--- src/rtl/core/wss_pkg.sv ---
// Shared constants, types and register codes for the window sample statistics block.
package wss_pkg;

  localparam int MAX_SAMPLES = 65536;
  localparam int SAMPLE_BITS = 16;
  localparam int TIME_W      = 32;
  localparam int CH_W        = 8;

  localparam int CNT_W  = $clog2(MAX_SAMPLES + 1);
  localparam int SUM_W  = SAMPLE_BITS + CNT_W;
  localparam int SQ_W   = 2 * SAMPLE_BITS - 2 + CNT_W;
  localparam int MSQ_W  = 2 * SAMPLE_BITS - 1;
  localparam int RT_W   = SAMPLE_BITS;
  localparam int STEP_W = $clog2(SQ_W);

  localparam int CFG_IDX_W  = 2;
  localparam int CFG_DATA_W = 32;

  localparam int QDEPTH = 2;
  localparam int QPTR_W = (QDEPTH > 1) ? $clog2(QDEPTH) : 1;
  localparam int QCNT_W = $clog2(QDEPTH + 1);
  localparam int QSUM_W = QCNT_W + 1;

  localparam logic signed [SAMPLE_BITS-1:0] SAMPLE_MAX = {1'b0, {(SAMPLE_BITS-1){1'b1}}};
  localparam logic signed [SAMPLE_BITS-1:0] SAMPLE_MIN = {1'b1, {(SAMPLE_BITS-1){1'b0}}};

  typedef enum logic [CFG_IDX_W-1:0] {
    CFG_WIN_BEGIN = 2'd0,
    CFG_WIN_END   = 2'd1,
    CFG_CHANNEL   = 2'd2
  } cfg_idx_t;

  // Finished record handed from the front to the back.
  typedef struct packed {
    logic [CNT_W-1:0]              count;
    logic signed [SUM_W-1:0]       sum;
    logic [SQ_W-1:0]               sq;
    logic signed [SAMPLE_BITS-1:0] min_v;
    logic signed [SAMPLE_BITS-1:0] max_v;
    logic [TIME_W-1:0]             first_t;
    logic [TIME_W-1:0]             last_t;
    logic                          ovf;
    logic [CH_W-1:0]               ch;
  } rec_t;

  typedef struct packed {
    logic push;
    rec_t rec;
  } q_wr_t;

endpackage

--- src/rtl/core/wss_stream_if.sv ---
// Sample and result stream interfaces with valid/ready handshake.
interface wss_in_if;
  import wss_pkg::*;

  logic                          valid;
  logic                          ready;
  logic [TIME_W-1:0]             sample_time;
  logic signed [SAMPLE_BITS-1:0] sample_value;
  logic                          last_sample;

  modport source (output valid, sample_time, sample_value, last_sample, input ready);
  modport sink   (input valid, sample_time, sample_value, last_sample, output ready);
endinterface

interface wss_out_if;
  import wss_pkg::*;

  logic                          valid;
  logic                          ready;
  logic                          valid_res;
  logic [CH_W-1:0]               channel_echo;
  logic [CNT_W-1:0]              sample_count;
  logic signed [SAMPLE_BITS-1:0] min_value;
  logic signed [SAMPLE_BITS-1:0] max_value;
  logic [SAMPLE_BITS-1:0]        peak_to_peak;
  logic [TIME_W-1:0]             duration;
  logic signed [SAMPLE_BITS-1:0] mean_value;
  logic [RT_W-1:0]               rms_value;
  logic                          overflow;

  modport source (output valid, valid_res, channel_echo, sample_count, min_value, max_value,
                  peak_to_peak, duration, mean_value, rms_value, overflow, input ready);
  modport sink   (input valid, valid_res, channel_echo, sample_count, min_value, max_value,
                  peak_to_peak, duration, mean_value, rms_value, overflow, output ready);
endinterface

--- src/rtl/core/wss_front.sv ---
// Front end: window test, square, and per-record accumulation of samples.
module wss_front (
  input  logic                          clk,
  input  logic                          rst_n,
  input  logic [wss_pkg::TIME_W-1:0]    win_begin,
  input  logic [wss_pkg::TIME_W-1:0]    win_end,
  input  logic [wss_pkg::CH_W-1:0]      chan,
  input  logic [wss_pkg::QCNT_W-1:0]    q_count,
  output wss_pkg::q_wr_t                q_wr,
  wss_in_if.sink                        in_ch
);
  import wss_pkg::*;

  logic [TIME_W-1:0]             lo;
  logic [TIME_W-1:0]             hi;
  logic                          in_win;
  logic                          pend;
  logic                          acc;
  logic signed [2*SAMPLE_BITS-1:0] prod;

  logic                          s1_valid_r;
  logic                          s1_valid_nxt;
  logic                          s1_last_r;
  logic                          s1_inwin_r;
  logic [TIME_W-1:0]             s1_time_r;
  logic signed [SAMPLE_BITS-1:0] s1_value_r;
  logic [MSQ_W-1:0]              s1_sq_r;

  logic [CNT_W-1:0]              cnt_r, cnt_nxt, cnt_u;
  logic signed [SUM_W-1:0]       sum_r, sum_nxt, sum_u;
  logic [SQ_W-1:0]               sq_r, sq_nxt, sq_u;
  logic signed [SAMPLE_BITS-1:0] min_r, min_nxt, min_u;
  logic signed [SAMPLE_BITS-1:0] max_r, max_nxt, max_u;
  logic [TIME_W-1:0]             first_r, first_nxt, first_u;
  logic [TIME_W-1:0]             last_r, last_nxt, last_u;
  logic                          ovf_r, ovf_nxt, ovf_u;
  logic                          full;
  logic                          take;
  logic                          close;

  // Order the window bounds and test the incoming word against them.
  always_comb begin
    if (win_begin > win_end) begin
      lo = win_end;
      hi = win_begin;
    end else begin
      lo = win_begin;
      hi = win_end;
    end
    in_win = (in_ch.sample_time >= lo) && (in_ch.sample_time <= hi);
  end

  // Hold off while the queue has no slot for a record end still in flight.
  assign pend        = s1_valid_r && s1_last_r;
  assign in_ch.ready = (QSUM_W'(q_count) + QSUM_W'(pend)) < QSUM_W'(QDEPTH);
  assign acc         = in_ch.valid && in_ch.ready;
  assign prod        = in_ch.sample_value * in_ch.sample_value;
  assign s1_valid_nxt = acc;

  always_ff @(posedge clk) begin
    if (acc) begin
      s1_last_r  <= in_ch.last_sample;
      s1_inwin_r <= in_win;
      s1_time_r  <= in_ch.sample_time;
      s1_value_r <= in_ch.sample_value;
      s1_sq_r    <= prod[MSQ_W-1:0];
    end
  end

  always_comb begin
    full  = (cnt_r == CNT_W'(MAX_SAMPLES));
    take  = s1_valid_r && s1_inwin_r && !full;
    close = s1_valid_r && s1_last_r;

    cnt_u   = take ? cnt_r + 1'b1 : cnt_r;
    sum_u   = take ? sum_r + SUM_W'(s1_value_r) : sum_r;
    sq_u    = take ? sq_r + SQ_W'(s1_sq_r) : sq_r;
    min_u   = (take && (s1_value_r < min_r)) ? s1_value_r : min_r;
    max_u   = (take && (s1_value_r > max_r)) ? s1_value_r : max_r;
    first_u = (take && (cnt_r == '0)) ? s1_time_r : first_r;
    last_u  = take ? s1_time_r : last_r;
    ovf_u   = ovf_r || (s1_valid_r && s1_inwin_r && full);

    q_wr.push        = close;
    q_wr.rec.count   = cnt_u;
    q_wr.rec.sum     = sum_u;
    q_wr.rec.sq      = sq_u;
    q_wr.rec.min_v   = min_u;
    q_wr.rec.max_v   = max_u;
    q_wr.rec.first_t = first_u;
    q_wr.rec.last_t  = last_u;
    q_wr.rec.ovf     = ovf_u;
    q_wr.rec.ch      = chan;

    // Clear after the record end has been handed over.
    if (close) begin
      cnt_nxt   = '0;
      sum_nxt   = '0;
      sq_nxt    = '0;
      min_nxt   = SAMPLE_MAX;
      max_nxt   = SAMPLE_MIN;
      first_nxt = '0;
      last_nxt  = '0;
      ovf_nxt   = 1'b0;
    end else begin
      cnt_nxt   = cnt_u;
      sum_nxt   = sum_u;
      sq_nxt    = sq_u;
      min_nxt   = min_u;
      max_nxt   = max_u;
      first_nxt = first_u;
      last_nxt  = last_u;
      ovf_nxt   = ovf_u;
    end
  end

  always_ff @(posedge clk) begin
    if (!rst_n) begin
      s1_valid_r <= 1'b0;
      cnt_r      <= '0;
      sum_r      <= '0;
      sq_r       <= '0;
      min_r      <= SAMPLE_MAX;
      max_r      <= SAMPLE_MIN;
      first_r    <= '0;
      last_r     <= '0;
      ovf_r      <= 1'b0;
    end else begin
      s1_valid_r <= s1_valid_nxt;
      cnt_r      <= cnt_nxt;
      sum_r      <= sum_nxt;
      sq_r       <= sq_nxt;
      min_r      <= min_nxt;
      max_r      <= max_nxt;
      first_r    <= first_nxt;
      last_r     <= last_nxt;
      ovf_r      <= ovf_nxt;
    end
  end

  a_clear_after_close: assert property (@(posedge clk) disable iff (!rst_n)
    close |=> (cnt_r == '0) && !ovf_r)
    else $error("accumulators not cleared after record end");

  a_count_bound: assert property (@(posedge clk) disable iff (!rst_n)
    cnt_r <= CNT_W'(MAX_SAMPLES))
    else $error("sample count above capacity");

endmodule

--- src/rtl/core/wss_queue.sv ---
// Short record queue between the accumulating front and the arithmetic back.
module wss_queue (
  input  logic                       clk,
  input  logic                       rst_n,
  input  wss_pkg::q_wr_t             q_wr,
  input  logic                       pop,
  output logic                       q_valid,
  output wss_pkg::rec_t              q_head,
  output logic [wss_pkg::QCNT_W-1:0] q_count
);
  import wss_pkg::*;

  rec_t              mem_r [QDEPTH];
  logic [QPTR_W-1:0] wr_ptr_r, wr_ptr_nxt;
  logic [QPTR_W-1:0] rd_ptr_r, rd_ptr_nxt;
  logic [QCNT_W-1:0] count_r, count_nxt;
  logic              do_pop;

  assign q_valid = (count_r != '0);
  assign q_head  = mem_r[rd_ptr_r];
  assign q_count = count_r;
  assign do_pop  = pop && q_valid;

  always_comb begin
    wr_ptr_nxt = wr_ptr_r;
    rd_ptr_nxt = rd_ptr_r;
    if (q_wr.push) begin
      wr_ptr_nxt = (wr_ptr_r == QPTR_W'(QDEPTH - 1)) ? '0 : wr_ptr_r + 1'b1;
    end
    if (do_pop) begin
      rd_ptr_nxt = (rd_ptr_r == QPTR_W'(QDEPTH - 1)) ? '0 : rd_ptr_r + 1'b1;
    end
    count_nxt = count_r + QCNT_W'(q_wr.push) - QCNT_W'(do_pop);
  end

  always_ff @(posedge clk) begin
    if (q_wr.push) begin
      mem_r[wr_ptr_r] <= q_wr.rec;
    end
  end

  always_ff @(posedge clk) begin
    if (!rst_n) begin
      wr_ptr_r <= '0;
      rd_ptr_r <= '0;
      count_r  <= '0;
    end else begin
      wr_ptr_r <= wr_ptr_nxt;
      rd_ptr_r <= rd_ptr_nxt;
      count_r  <= count_nxt;
    end
  end

  a_no_push_when_full: assert property (@(posedge clk) disable iff (!rst_n)
    q_wr.push |-> (count_r != QCNT_W'(QDEPTH)))
    else $error("record pushed into full queue");

endmodule

--- src/rtl/core/wss_back.sv ---
// Back end: bit-serial divides, bit-serial square root and the result register.
module wss_back (
  input  logic          clk,
  input  logic          rst_n,
  input  logic          q_valid,
  input  wss_pkg::rec_t q_head,
  output logic          q_pop,
  wss_out_if.source     out_ch
);
  import wss_pkg::*;

  typedef enum logic [3:0] {
    ST_IDLE = 4'b0001,
    ST_DIV  = 4'b0010,
    ST_ROOT = 4'b0100,
    ST_DONE = 4'b1000
  } state_t;

  state_t             state_r, state_nxt;
  rec_t               rec_r;
  logic [STEP_W-1:0]  step_r;
  logic [SQ_W-1:0]    dvd_a_r, dvd_a_nxt;
  logic [SQ_W-1:0]    dvd_b_r, dvd_b_nxt;
  logic [CNT_W:0]     rem_a_r, rem_a_nxt, rem_a_t;
  logic [CNT_W:0]     rem_b_r, rem_b_nxt, rem_b_t;
  logic               ge_a, ge_b;
  logic [2*RT_W-1:0]  rad_r;
  logic [RT_W-1:0]    root_r, root_nxt;
  logic [RT_W:0]      rrem_r;
  logic [RT_W+2:0]    rr_t, trial, rrem_full;
  logic               ge_r;
  logic [SUM_W-1:0]   sum_mag;
  logic               div_end, root_end;
  logic               load;
  logic               has;
  logic [SAMPLE_BITS-1:0] q_mean, mean_val;

  logic                          out_valid_r, out_valid_nxt;
  logic                          o_res_r;
  logic [CH_W-1:0]               o_ch_r;
  logic [CNT_W-1:0]              o_cnt_r;
  logic signed [SAMPLE_BITS-1:0] o_min_r, o_max_r, o_mean_r;
  logic [SAMPLE_BITS-1:0]        o_p2p_r;
  logic [TIME_W-1:0]             o_dur_r;
  logic [RT_W-1:0]               o_rms_r;
  logic                          o_ovf_r;

  assign q_pop    = (state_r == ST_IDLE) && q_valid;
  assign sum_mag  = q_head.sum[SUM_W-1] ? SUM_W'(-q_head.sum) : SUM_W'(q_head.sum);
  assign div_end  = (step_r == STEP_W'(SQ_W - 1));
  assign root_end = (step_r == STEP_W'(RT_W - 1));
  assign load     = (state_r == ST_DONE) && (!out_valid_r || out_ch.ready);

  // One quotient bit per cycle for the sum and the sum of squares together.
  always_comb begin
    rem_a_t   = {rem_a_r[CNT_W-1:0], dvd_a_r[SQ_W-1]};
    rem_b_t   = {rem_b_r[CNT_W-1:0], dvd_b_r[SQ_W-1]};
    ge_a      = rem_a_t >= {1'b0, rec_r.count};
    ge_b      = rem_b_t >= {1'b0, rec_r.count};
    rem_a_nxt = ge_a ? rem_a_t - {1'b0, rec_r.count} : rem_a_t;
    rem_b_nxt = ge_b ? rem_b_t - {1'b0, rec_r.count} : rem_b_t;
    dvd_a_nxt = {dvd_a_r[SQ_W-2:0], ge_a};
    dvd_b_nxt = {dvd_b_r[SQ_W-2:0], ge_b};
  end

  // One root bit per cycle, two radicand bits consumed.
  always_comb begin
    rr_t      = {rrem_r, rad_r[2*RT_W-1 -: 2]};
    trial     = (RT_W+3)'({root_r, 2'b01});
    ge_r      = rr_t >= trial;
    rrem_full = ge_r ? rr_t - trial : rr_t;
    root_nxt  = {root_r[RT_W-2:0], ge_r};
  end

  always_comb begin
    state_nxt = state_r;
    case (state_r)
      ST_IDLE: begin
        if (q_valid) begin
          state_nxt = (q_head.count == '0) ? ST_DONE : ST_DIV;
        end
      end
      ST_DIV: begin
        if (div_end) begin
          state_nxt = ST_ROOT;
        end
      end
      ST_ROOT: begin
        if (root_end) begin
          state_nxt = ST_DONE;
        end
      end
      ST_DONE: begin
        if (load) begin
          state_nxt = ST_IDLE;
        end
      end
      default: state_nxt = ST_IDLE;
    endcase
  end

  always_ff @(posedge clk) begin
    case (state_r)
      ST_IDLE: begin
        rec_r   <= q_head;
        dvd_a_r <= SQ_W'(sum_mag);
        dvd_b_r <= q_head.sq;
        rem_a_r <= '0;
        rem_b_r <= '0;
        step_r  <= '0;
      end
      ST_DIV: begin
        dvd_a_r <= dvd_a_nxt;
        dvd_b_r <= dvd_b_nxt;
        rem_a_r <= rem_a_nxt;
        rem_b_r <= rem_b_nxt;
        if (div_end) begin
          step_r <= '0;
          rad_r  <= (2*RT_W)'(dvd_b_nxt[MSQ_W-1:0]);
          root_r <= '0;
          rrem_r <= '0;
        end else begin
          step_r <= step_r + 1'b1;
        end
      end
      ST_ROOT: begin
        rad_r  <= {rad_r[2*RT_W-3:0], 2'b00};
        root_r <= root_nxt;
        rrem_r <= rrem_full[RT_W:0];
        step_r <= step_r + 1'b1;
      end
      default: ;
    endcase
  end

  // Truncate the mean toward zero: divide the magnitude, restore the sign.
  always_comb begin
    has      = (rec_r.count != '0);
    q_mean   = dvd_a_r[SAMPLE_BITS-1:0];
    mean_val = rec_r.sum[SUM_W-1] ? {SAMPLE_BITS{1'b0}} - q_mean : q_mean;
    out_valid_nxt = load ? 1'b1 : (out_ch.ready ? 1'b0 : out_valid_r);
  end

  always_ff @(posedge clk) begin
    if (load) begin
      o_res_r  <= has;
      o_ch_r   <= has ? rec_r.ch : '0;
      o_cnt_r  <= rec_r.count;
      o_min_r  <= has ? rec_r.min_v : '0;
      o_max_r  <= has ? rec_r.max_v : '0;
      o_p2p_r  <= has ? SAMPLE_BITS'(rec_r.max_v - rec_r.min_v) : '0;
      o_dur_r  <= has ? rec_r.last_t - rec_r.first_t : '0;
      o_mean_r <= has ? signed'(mean_val) : '0;
      o_rms_r  <= has ? root_r : '0;
      o_ovf_r  <= has && rec_r.ovf;
    end
  end

  always_ff @(posedge clk) begin
    if (!rst_n) begin
      state_r     <= ST_IDLE;
      out_valid_r <= 1'b0;
    end else begin
      state_r     <= state_nxt;
      out_valid_r <= out_valid_nxt;
    end
  end

  assign out_ch.valid        = out_valid_r;
  assign out_ch.valid_res    = o_res_r;
  assign out_ch.channel_echo = o_ch_r;
  assign out_ch.sample_count = o_cnt_r;
  assign out_ch.min_value    = o_min_r;
  assign out_ch.max_value    = o_max_r;
  assign out_ch.peak_to_peak = o_p2p_r;
  assign out_ch.duration     = o_dur_r;
  assign out_ch.mean_value   = o_mean_r;
  assign out_ch.rms_value    = o_rms_r;
  assign out_ch.overflow     = o_ovf_r;

  a_div_nonzero: assert property (@(posedge clk) disable iff (!rst_n)
    (state_r == ST_DIV) |-> (rec_r.count != '0))
    else $error("divide started with zero sample count");

  a_result_from_done: assert property (@(posedge clk) disable iff (!rst_n)
    $rose(out_valid_r) |-> $past(state_r == ST_DONE))
    else $error("result word raised outside the done state");

endmodule

--- src/rtl/core/window_sample_statistics.sv ---
// Top level of the windowed min/max/mean/rms statistics block for one channel.
//
// Samples of one channel stream in on in_ch, one word per clock, each with a
// timestamp and a last-sample mark. Samples whose time falls in the closed
// window set by window_begin/window_end (the bounds are swapped if given in
// reverse) update count, min, max, sum, sum of squares and the first and last
// in-window times; in-window samples past MAX_SAMPLES are dropped and raise the
// overflow flag. The word carrying the last-sample mark closes the record, and
// one result word per record leaves on out_ch: count, min, max, peak-to-peak,
// duration, mean truncated toward zero and the floor square root of the
// truncated mean square. A record with no in-window sample gives an all-zero
// result word. Timing: the front takes one sample word per cycle, through a sample
// register into the accumulators, as long as the two-entry record queue has
// room. Per record the back captures it, runs the bit-serial divides of sum
// and sum of squares side by side and the bit-serial square root, then loads
// the result register; an empty record skips divide and root. Records that
// arrive faster than the back ends them throttle input once the queue fills.
// Configuration registers: index 0 window_begin, 1 window_end, 2 channel_id;
// writes to other indexes are dropped. Write them only while the block is idle.
module window_sample_statistics (
  input  logic                             clk,
  input  logic                             rst_n,
  input  logic                             cfg_we,
  input  logic [wss_pkg::CFG_IDX_W-1:0]    cfg_index,
  input  logic [wss_pkg::CFG_DATA_W-1:0]   cfg_wdata,
  wss_in_if.sink                           in_ch,
  wss_out_if.source                        out_ch
);
  import wss_pkg::*;

  logic [TIME_W-1:0] win_begin_r;
  logic [TIME_W-1:0] win_end_r;
  logic [CH_W-1:0]   chan_r;

  q_wr_t             q_wr;
  logic              q_valid;
  logic              q_pop;
  rec_t              q_head;
  logic [QCNT_W-1:0] q_count;

  // Configuration registers; unknown indexes fall through the default arm.
  always_ff @(posedge clk) begin
    if (!rst_n) begin
      win_begin_r <= '0;
      win_end_r   <= '1;
      chan_r      <= '0;
    end else if (cfg_we) begin
      case (cfg_index)
        CFG_WIN_BEGIN: win_begin_r <= cfg_wdata[TIME_W-1:0];
        CFG_WIN_END:   win_end_r   <= cfg_wdata[TIME_W-1:0];
        CFG_CHANNEL:   chan_r      <= cfg_wdata[CH_W-1:0];
        default: ;
      endcase
    end
  end

  // Front: window test and accumulation, hands finished records to the queue.
  wss_front u_front (
    .clk       (clk),
    .rst_n     (rst_n),
    .win_begin (win_begin_r),
    .win_end   (win_end_r),
    .chan      (chan_r),
    .q_count   (q_count),
    .q_wr      (q_wr),
    .in_ch     (in_ch)
  );

  // Decouple sample intake from the slow per-record arithmetic.
  wss_queue u_queue (
    .clk     (clk),
    .rst_n   (rst_n),
    .q_wr    (q_wr),
    .pop     (q_pop),
    .q_valid (q_valid),
    .q_head  (q_head),
    .q_count (q_count)
  );

  // Back: divide, square root, result register.
  wss_back u_back (
    .clk     (clk),
    .rst_n   (rst_n),
    .q_valid (q_valid),
    .q_head  (q_head),
    .q_pop   (q_pop),
    .out_ch  (out_ch)
  );

endmodule
--- src/flat_wrapper.sv ---
// flat-port wrapper written by rule: the top's interface ports become plain ports
module window_sample_statistics_flat import wss_pkg::*;
  (clk, rst_n, cfg_we, cfg_index, cfg_wdata, in_ch_valid, in_ch_sample_time, in_ch_sample_value, in_ch_last_sample, in_ch_ready, out_ch_valid, out_ch_valid_res, out_ch_channel_echo, out_ch_sample_count, out_ch_min_value, out_ch_max_value, out_ch_peak_to_peak, out_ch_duration, out_ch_mean_value, out_ch_rms_value, out_ch_overflow, out_ch_ready);
  wss_in_if in_ch_i ();
  wss_out_if out_ch_i ();
  input  logic clk;
  input  logic rst_n;
  input  logic cfg_we;
  input  logic [wss_pkg::CFG_IDX_W-1:0] cfg_index;
  input  logic [wss_pkg::CFG_DATA_W-1:0] cfg_wdata;
  input wire logic [$bits(in_ch_i.valid)-1:0] in_ch_valid;
  input wire logic [$bits(in_ch_i.sample_time)-1:0] in_ch_sample_time;
  input wire logic [$bits(in_ch_i.sample_value)-1:0] in_ch_sample_value;
  input wire logic [$bits(in_ch_i.last_sample)-1:0] in_ch_last_sample;
  output wire logic [$bits(in_ch_i.ready)-1:0] in_ch_ready;
  output wire logic [$bits(out_ch_i.valid)-1:0] out_ch_valid;
  output wire logic [$bits(out_ch_i.valid_res)-1:0] out_ch_valid_res;
  output wire logic [$bits(out_ch_i.channel_echo)-1:0] out_ch_channel_echo;
  output wire logic [$bits(out_ch_i.sample_count)-1:0] out_ch_sample_count;
  output wire logic [$bits(out_ch_i.min_value)-1:0] out_ch_min_value;
  output wire logic [$bits(out_ch_i.max_value)-1:0] out_ch_max_value;
  output wire logic [$bits(out_ch_i.peak_to_peak)-1:0] out_ch_peak_to_peak;
  output wire logic [$bits(out_ch_i.duration)-1:0] out_ch_duration;
  output wire logic [$bits(out_ch_i.mean_value)-1:0] out_ch_mean_value;
  output wire logic [$bits(out_ch_i.rms_value)-1:0] out_ch_rms_value;
  output wire logic [$bits(out_ch_i.overflow)-1:0] out_ch_overflow;
  input wire logic [$bits(out_ch_i.ready)-1:0] out_ch_ready;
  assign in_ch_i.valid = in_ch_valid;
  assign in_ch_i.sample_time = in_ch_sample_time;
  assign in_ch_i.sample_value = in_ch_sample_value;
  assign in_ch_i.last_sample = in_ch_last_sample;
  assign in_ch_ready = in_ch_i.ready;
  assign out_ch_valid = out_ch_i.valid;
  assign out_ch_valid_res = out_ch_i.valid_res;
  assign out_ch_channel_echo = out_ch_i.channel_echo;
  assign out_ch_sample_count = out_ch_i.sample_count;
  assign out_ch_min_value = out_ch_i.min_value;
  assign out_ch_max_value = out_ch_i.max_value;
  assign out_ch_peak_to_peak = out_ch_i.peak_to_peak;
  assign out_ch_duration = out_ch_i.duration;
  assign out_ch_mean_value = out_ch_i.mean_value;
  assign out_ch_rms_value = out_ch_i.rms_value;
  assign out_ch_overflow = out_ch_i.overflow;
  assign out_ch_i.ready = out_ch_ready;
  window_sample_statistics u_core (.clk(clk), .rst_n(rst_n), .cfg_we(cfg_we), .cfg_index(cfg_index), .cfg_wdata(cfg_wdata), .in_ch(in_ch_i), .out_ch(out_ch_i));
endmodule
--- config.mk ---
export PLATFORM = sky130hd
export DESIGN_NAME = window_sample_statistics_flat
export DESIGN_NICKNAME = d
export VERILOG_FILES = /design/src/rtl/core/wss_pkg.sv /design/src/rtl/core/wss_stream_if.sv /design/src/rtl/core/wss_front.sv /design/src/rtl/core/wss_queue.sv /design/src/rtl/core/wss_back.sv /design/src/rtl/core/window_sample_statistics.sv /design/src/flat_wrapper.sv
export SDC_FILE = /design/constraint.sdc
export NUM_CORES = 2
export LEC_CHECK = 0
export ABC_AREA = 1
export BUFFER_PORTS_ARGS = -buffer_cell sky130_fd_sc_hd__buf_2
export CAP_MARGIN = 20
export CORE_MARGIN = 2
export CORE_UTILIZATION = 45
export DETAILED_ROUTE_END_ITERATION = 6
export PLACE_DENSITY_LB_ADDON = 0.2
export RECOVER_POWER = 50
export REMOVE_ABC_BUFFERS = 1
export SKIP_CTS_REPAIR_TIMING = 1
export SYNTH_ARGS = -nofsm -noshare
export SYNTH_HDL_FRONTEND = slang
export SYNTH_SLANG_ARGS = --single-unit
--- constraint.sdc ---
create_clock -name clk -period 10.7 [get_ports clk]
set_input_delay 1.07 -clock clk [delete_from_list [all_inputs] [get_ports clk]]
set_output_delay 1.07 -clock clk [all_outputs]
set_load 0.05 [all_outputs]
-- Yosys cells after proc, flatten, opt, wreduce, memory -nomap -nowiden
Memories as Yosys holds them, arrays and structs flattened. A register that Yosys moved wholly into a read port is not among the register bits.
Index checks and enable logic that the tools add are counted.
- bits in registers: 850
- bits in writable memories: 404
- word-level logic and storage cells: 161
- memories kept: 1
- memories (name ; depth ; bits a word ; read ports ; clocked after Yosys merged registers in ; write ports ; RTL line ; text):
    u_core.u_queue.mem_r ; 2 ; 202 ; 1 ; 1 ; 1 ; wss_queue.sv:13 ; rec_t mem_r [QDEPTH];
- add/subtract/negate cells: 16
- multipliers: 1
- magnitude comparators: 9
- equality and inequality tests: 13
- multiplexer cells: 40
- bitwise logic cells: 1
- reductions and logical operators: 32
- operator list (operator ; number):
    one-hot mux 47 bit (2 select lines) ; 2
    two-way mux 32 bit ; 5
    one-hot mux 17 bit (2 select lines) ; 3
    two-way mux 17 bit ; 5
    two-way mux 33 bit ; 2
    two-way mux 16 bit ; 4
    one-hot mux 32 bit (2 select lines) ; 1
    subtractor 17 bit ; 3
    adder 47 x 31 -> 47 bit ; 1
    two-way mux 47 bit ; 1
    >= comparator 18 x 17 -> 1 bit ; 2
    logical NOT 17 bit ; 2
    adder 33 x 16 -> 33 bit ; 1
    negator 33 bit ; 1
    >= comparator 32 bit ; 1
    > comparator 32 bit ; 1
    less-or-equal comparator 32 bit ; 1
    one-hot mux 16 bit (2 select lines) ; 1
    subtractor 32 bit ; 1
    multiplier 16 x 16 -> 31 bit ; 1
    two-way mux 4 bit ; 5
    >= comparator 19 x 18 -> 1 bit ; 1
    one-hot mux 6 bit (3 select lines) ; 1
    adder 17 x 1 -> 17 bit (second input constant) ; 1
    34 further kinds ; 65

-- Longest topological paths before layout
- depth after elaboration: 5
- depth in mapped cells: 28
- gate-level depth less buffers: 27

-- Cells and area by module
A second synthesis with hierarchy kept.
- cells, all modules: 8119
- area total of the unflattened synthesis: 72112.9 um^2
- modules (own cells, without submodules) (module ; times used ; cells an instance ; area an instance (um^2)):
    wss_front ; 1 ; 4122 ; 28926.5
    wss_back ; 1 ; 2924 ; 25201.7
    wss_queue ; 1 ; 664 ; 14871.8
    window_sample_statistics ; 1 ; 409 ; 3113.0

-- Least setup slack after synthesis
Ideal clock, no wire load.
- path type: register to register
- from: register u_core.u_front.s1_valid_r
- to: memory u_core.u_queue.mem_r[1][0] (netlist bit), enable pin
- setup time: 0.769 ns
- arrival time: 8.818 ns
- path slack: 1.113 ns
- cell stages (with the launch flop): 3
- period minus slack after synthesis: 9.587 ns
- cells stage by stage: dfxtp_1 -> nand2_1 -> nor2_1
- cells in the longest elaborated chain, start to end: 3
- ends and longest elaborated chain (what ; RTL line ; text):
    start, declared ; wss_front.sv:21 ; logic s1_valid_r;
    start signal, assigned ; wss_front.sv:129 ; s1_valid_r <= s1_valid_nxt;
    logical AND 1 bit ; wss_front.sv:73 ; close = s1_valid_r && s1_last_r;
    two-way mux 1 bit ; wss_queue.sv:37 ; if (q_wr.push) begin
    two-way mux 1 bit (implied by the code) ; wss_queue.sv:38 ; mem_r[wr_ptr_r] <= q_wr.rec;
    end, declared ; wss_queue.sv:13 ;
Every way passes these cells.

-- Final worst setup path
- from: input port rst_n
- to: register u_core.u_front.sq_r[15]
- cells in the longest elaborated chain, start to end: 2
- ends and longest elaborated chain (what ; RTL line ; text):
    start, declared ; flat_wrapper.sv:7 ; input logic rst_n;
    NOT 1 bit (no source line) ; - ;
    OR reduction 2 bit (no source line) ; - ;
    end signal, assigned ; wss_front.sv:132 ; sq_r <= sq_nxt;
    end, declared ; wss_front.sv:31 ; logic [SQ_W-1:0] sq_r, sq_nxt, sq_u;
Every way passes these cells.
A chain may end at the register's enable or synchronous reset.

==> reports/qor.yml <==
detailed_routing:
  drt-pass1-iter-count: 6
  via_count: 51602
  drcViolationCount: 0
  post_drt_wl_per_cell_um: 17.28
  routed_via_density: 5.103
  routed_wl_um: 174700
  ant_nets: 0
  drtIter0Drc: 3608
synth:
  syn_area_sq_um: 69330
  synth_top_area_share: 0.4089
  synth-seq-cells: 1221
  ys_top_cells_by_area: "edfxtp_1, nand2_1, dfxtp_1, ha_1, fa_1"
  yosysUniqueCellTypes: 52
  syn_inst: 7780
  ys_warn_count: 0
  synthArstFlopShare: 0
  syn-mean-instance-area_sq_um: 8.911
  seq_area_frac_synth: 0.4889
  synth_most_common_cell: "nand2_1"
  synth-edff-count: 944
  ys.flop_type: "edfxtp_1"
  synth_top_area_cell: "edfxtp_1"
  synth_common_cells: "nand2_1, inv_1, edfxtp_1"
status:
  failed_checks: "max-capacitance violations, max-slew violations"
  status: "finished, violations left"
cts:
  cts_buffers: 139
  path_clk_slew_ps: 60
  cts.sinks: 1221
  cts_buffer_depth: 3
  cts_tree: "built"
  h-tree-depth: 4
  clk_latency_ps: 800
  cts_root_buf: "clkbuf_16"
sta:
  skew_ps: 39.55
  tightest_slew_ps: 4523
  finalSetupTns_ps: 0
  max_freq_mhz: 126.1
  hold_slack_ps: 449.7
  maxSlewViolCount: 1515
  rsz0062_at_grt: "false"
  period_needed_ps: 7930
  final_hold_viol_count: 0
  period_share: 0.7411
  slew_headroom: -2.015
  setup_viol: 0
pwr:
  power.density_nw_per_um2: 301.0
  power.leakage_nw: 35.07
  ir_drop_mv: 0.3587
placed_design:
  placed_cell_area_sq_um: 72380
  io_buffer_count: 228
  hpwl_um: 126100
  gp_congestion: 0.9148
  dpl.cell_count: 9850
global_route:
  grt_overflow_total: 0
  grt_max_degree: 145
  grt_antenna_before_repair: 6
  grt_pass1_vias: 50602
  grt_usage: 0.2224
  grt_first_pass_wirelength_um: 277100
setup_path:
  cp.required_ps: 11380
  r2r-end: "u_core.u_back.rec_r[101]$_DFFE_PP_"
  startpoint: "rst_n"
  rrSetupSlack_ps: 2930
  endpoint: "u_core.u_front.sq_r[15]$_SDFF_PP0_"
  r2r_cells: 4
  start_kind: "primary input"
  worst-endpoint-arrival_ps: 8610
  worstPathMaxFanout: 98
  path_class: "in -> reg"
  cp-end-kind: "flop"
finish:
  nets: 8649
  final_area_sq_um: 76630
  syn2layout_area_growth_pct: 10.53
  drive_gt1_frac: 0.04896
  final_cells: 10112
min_path:
  hp-class: "reg -> reg"
floorplanning:
  ioPinCount: 229
  start_util: 0.4516
  die_w_um: 396.5
  dieArea_sq_um: 157200
  core_sq_um: 153500
  die_h_um: 396.5
  core.rowCount: 144
job:
  maxCapViolCount: 26
==> critical path, cell delays in order <==
cell and delay (ps):
clkbuf_1 220, inv_1 340, nor2_2 180, clkbuf_1 1020, clkinvlp_2 3770, buf_4 1600, a21oi_1 270
==> per-layer routing <==
layer | track usage | part of all wire | up-vias
met5 | 0 | 0.000074 | -
met4 | 0.05201 | 0.021 | 2
met3 | 0.03006 | 0.046 | 232
met2 | 0.3651 | 0.46 | 1105
met1 | 0.3124 | 0.47 | 24589
li1 | - | - | 25674
==> report_power, final <==
| part | switching, mW | total [mW] | internal [mW] | leakage (nW) |
|---|---|---|---|---|
| sequential | 0.440 | 7.10 | 6.66 | 11.2 |
| clock | 2.02 | 4.76 | 2.75 | 2.24 |
| combinational | 7.43 | 11.2 | 3.78 | 21.7 |
| total | 9.88 | 23.1 | 13.2 | 35.1 |
==> registers in the layout (all words and copies together), names as in the netlist, 33 cells and up, named ones only <==
name	count
u_core.u_front.sum_r	33
u_core.u_back.dvd_b_r	47
u_core.u_back.dvd_a_r	47
u_core.u_back.rec_r	123
u_core.u_front.sq_r	47
u_core.u_queue.mem_r	404
==> cells in the final DEF, fill, tap and decap left out, types with 7 or more instances in the layout <==
cell type,Yosys,routed
nand2_1,2091,2087
inv_1,1166,1164
edfxtp_1,944,944
nor2_1,666,666
a21oi_1,463,463
ha_1,377,377
nand3_1,333,334
o21ai_0,332,333
dfxtp_1,277,277
clkbuf_1,165,250
fa_1,235,235
clkbuf_16,0,141
nand4_1,96,96
or2_2,78,78
xor2_1,78,78
a31oi_1,54,54
xnor2_1,51,51
nor3_1,49,49
o211ai_1,44,44
buf_2,45,38
nand3b_1,27,27
o21bai_1,27,27
nor4_1,19,19
clkinv_2,0,19
buf_4,2,19
a21o_1,18,18
o21ai_1,16,15
clkbuf_8,0,14
o21a_1,12,12
o21ai_2,11,11
a21boi_0,11,11
clkinv_1,2,11
nand2_2,3,7
o31ai_1,7,7
and2_1,7,7
inv_2,11,7
nor2_2,7,7
inv_6,0,7
bufinv_16,0,7
==> stage by stage <==
stage | power [mW] | utilization | setup slack [ps]
after global placement | 18.27 | 0.4715 | 3401
after CTS | 23.22 | 0.5014 | 4158
after floorplan | 15.20 | - | 1113
after detailed placement | 18.38 | 0.4715 | 3341
final | 23.07 | 0.4992 | 2770
after global routing | 25.09 | 0.4992 | 2083
==> cell type report <==
| cell class | instances | area, sq um |
|---|---|---|
| diodes | 1 | 2.502 |
| clock buffers | 199 | 3886 |
| clock inverters | 60 | 711.9 |
| fillers | 14590 | 76880 |
| inverters | 1180 | 4437 |
| multi-input cells | 5140 | 29970 |
| flip-flops and latches | 1221 | 33890 |
| well taps | 2044 | 2557 |
| repair buffers | 267 | 1171 |
==> worst min-delay path by stage <==
stage | from | cells past startpoint | slack (ps) | to
final | u_core.chan_r[5]$_SDFFE_PN0P_ | 0 | 450 | u_core.u_queue.mem_r[1][5]$_DFFE_PP_
after global routing | u_core.chan_r[5]$_SDFFE_PN0P_ | 0 | 460 | u_core.u_queue.mem_r[1][5]$_DFFE_PP_
after CTS | cfg_wdata[22] | 3 | 440 | u_core.win_end_r[22]$_SDFFE_PN1P_
after detailed placement | u_core.chan_r[5]$_SDFFE_PN0P_ | 0 | 430 | u_core.u_queue.mem_r[1][5]$_DFFE_PP_
after global placement | u_core.chan_r[5]$_SDFFE_PN0P_ | 0 | 430 | u_core.u_queue.mem_r[1][5]$_DFFE_PP_
after floorplan | u_core.chan_r[0]$_SDFFE_PN0P_ | 0 | 420 | u_core.u_queue.mem_r[0][0]$_DFFE_PP_
==> kinds of logic after synthesis <==
family / Yosys count / share of synthesized area
compound gates: 1006 / 0.07902
xor+xnor: 129 / 0.01630
fa+ha+maj: 612 / 0.1359
flops: 1221 / 0.4889
buf+inv: 1419 / 0.07903
simple gates: 3393 / 0.2009
No activity file was read; power rests on OpenSTA's default activity.
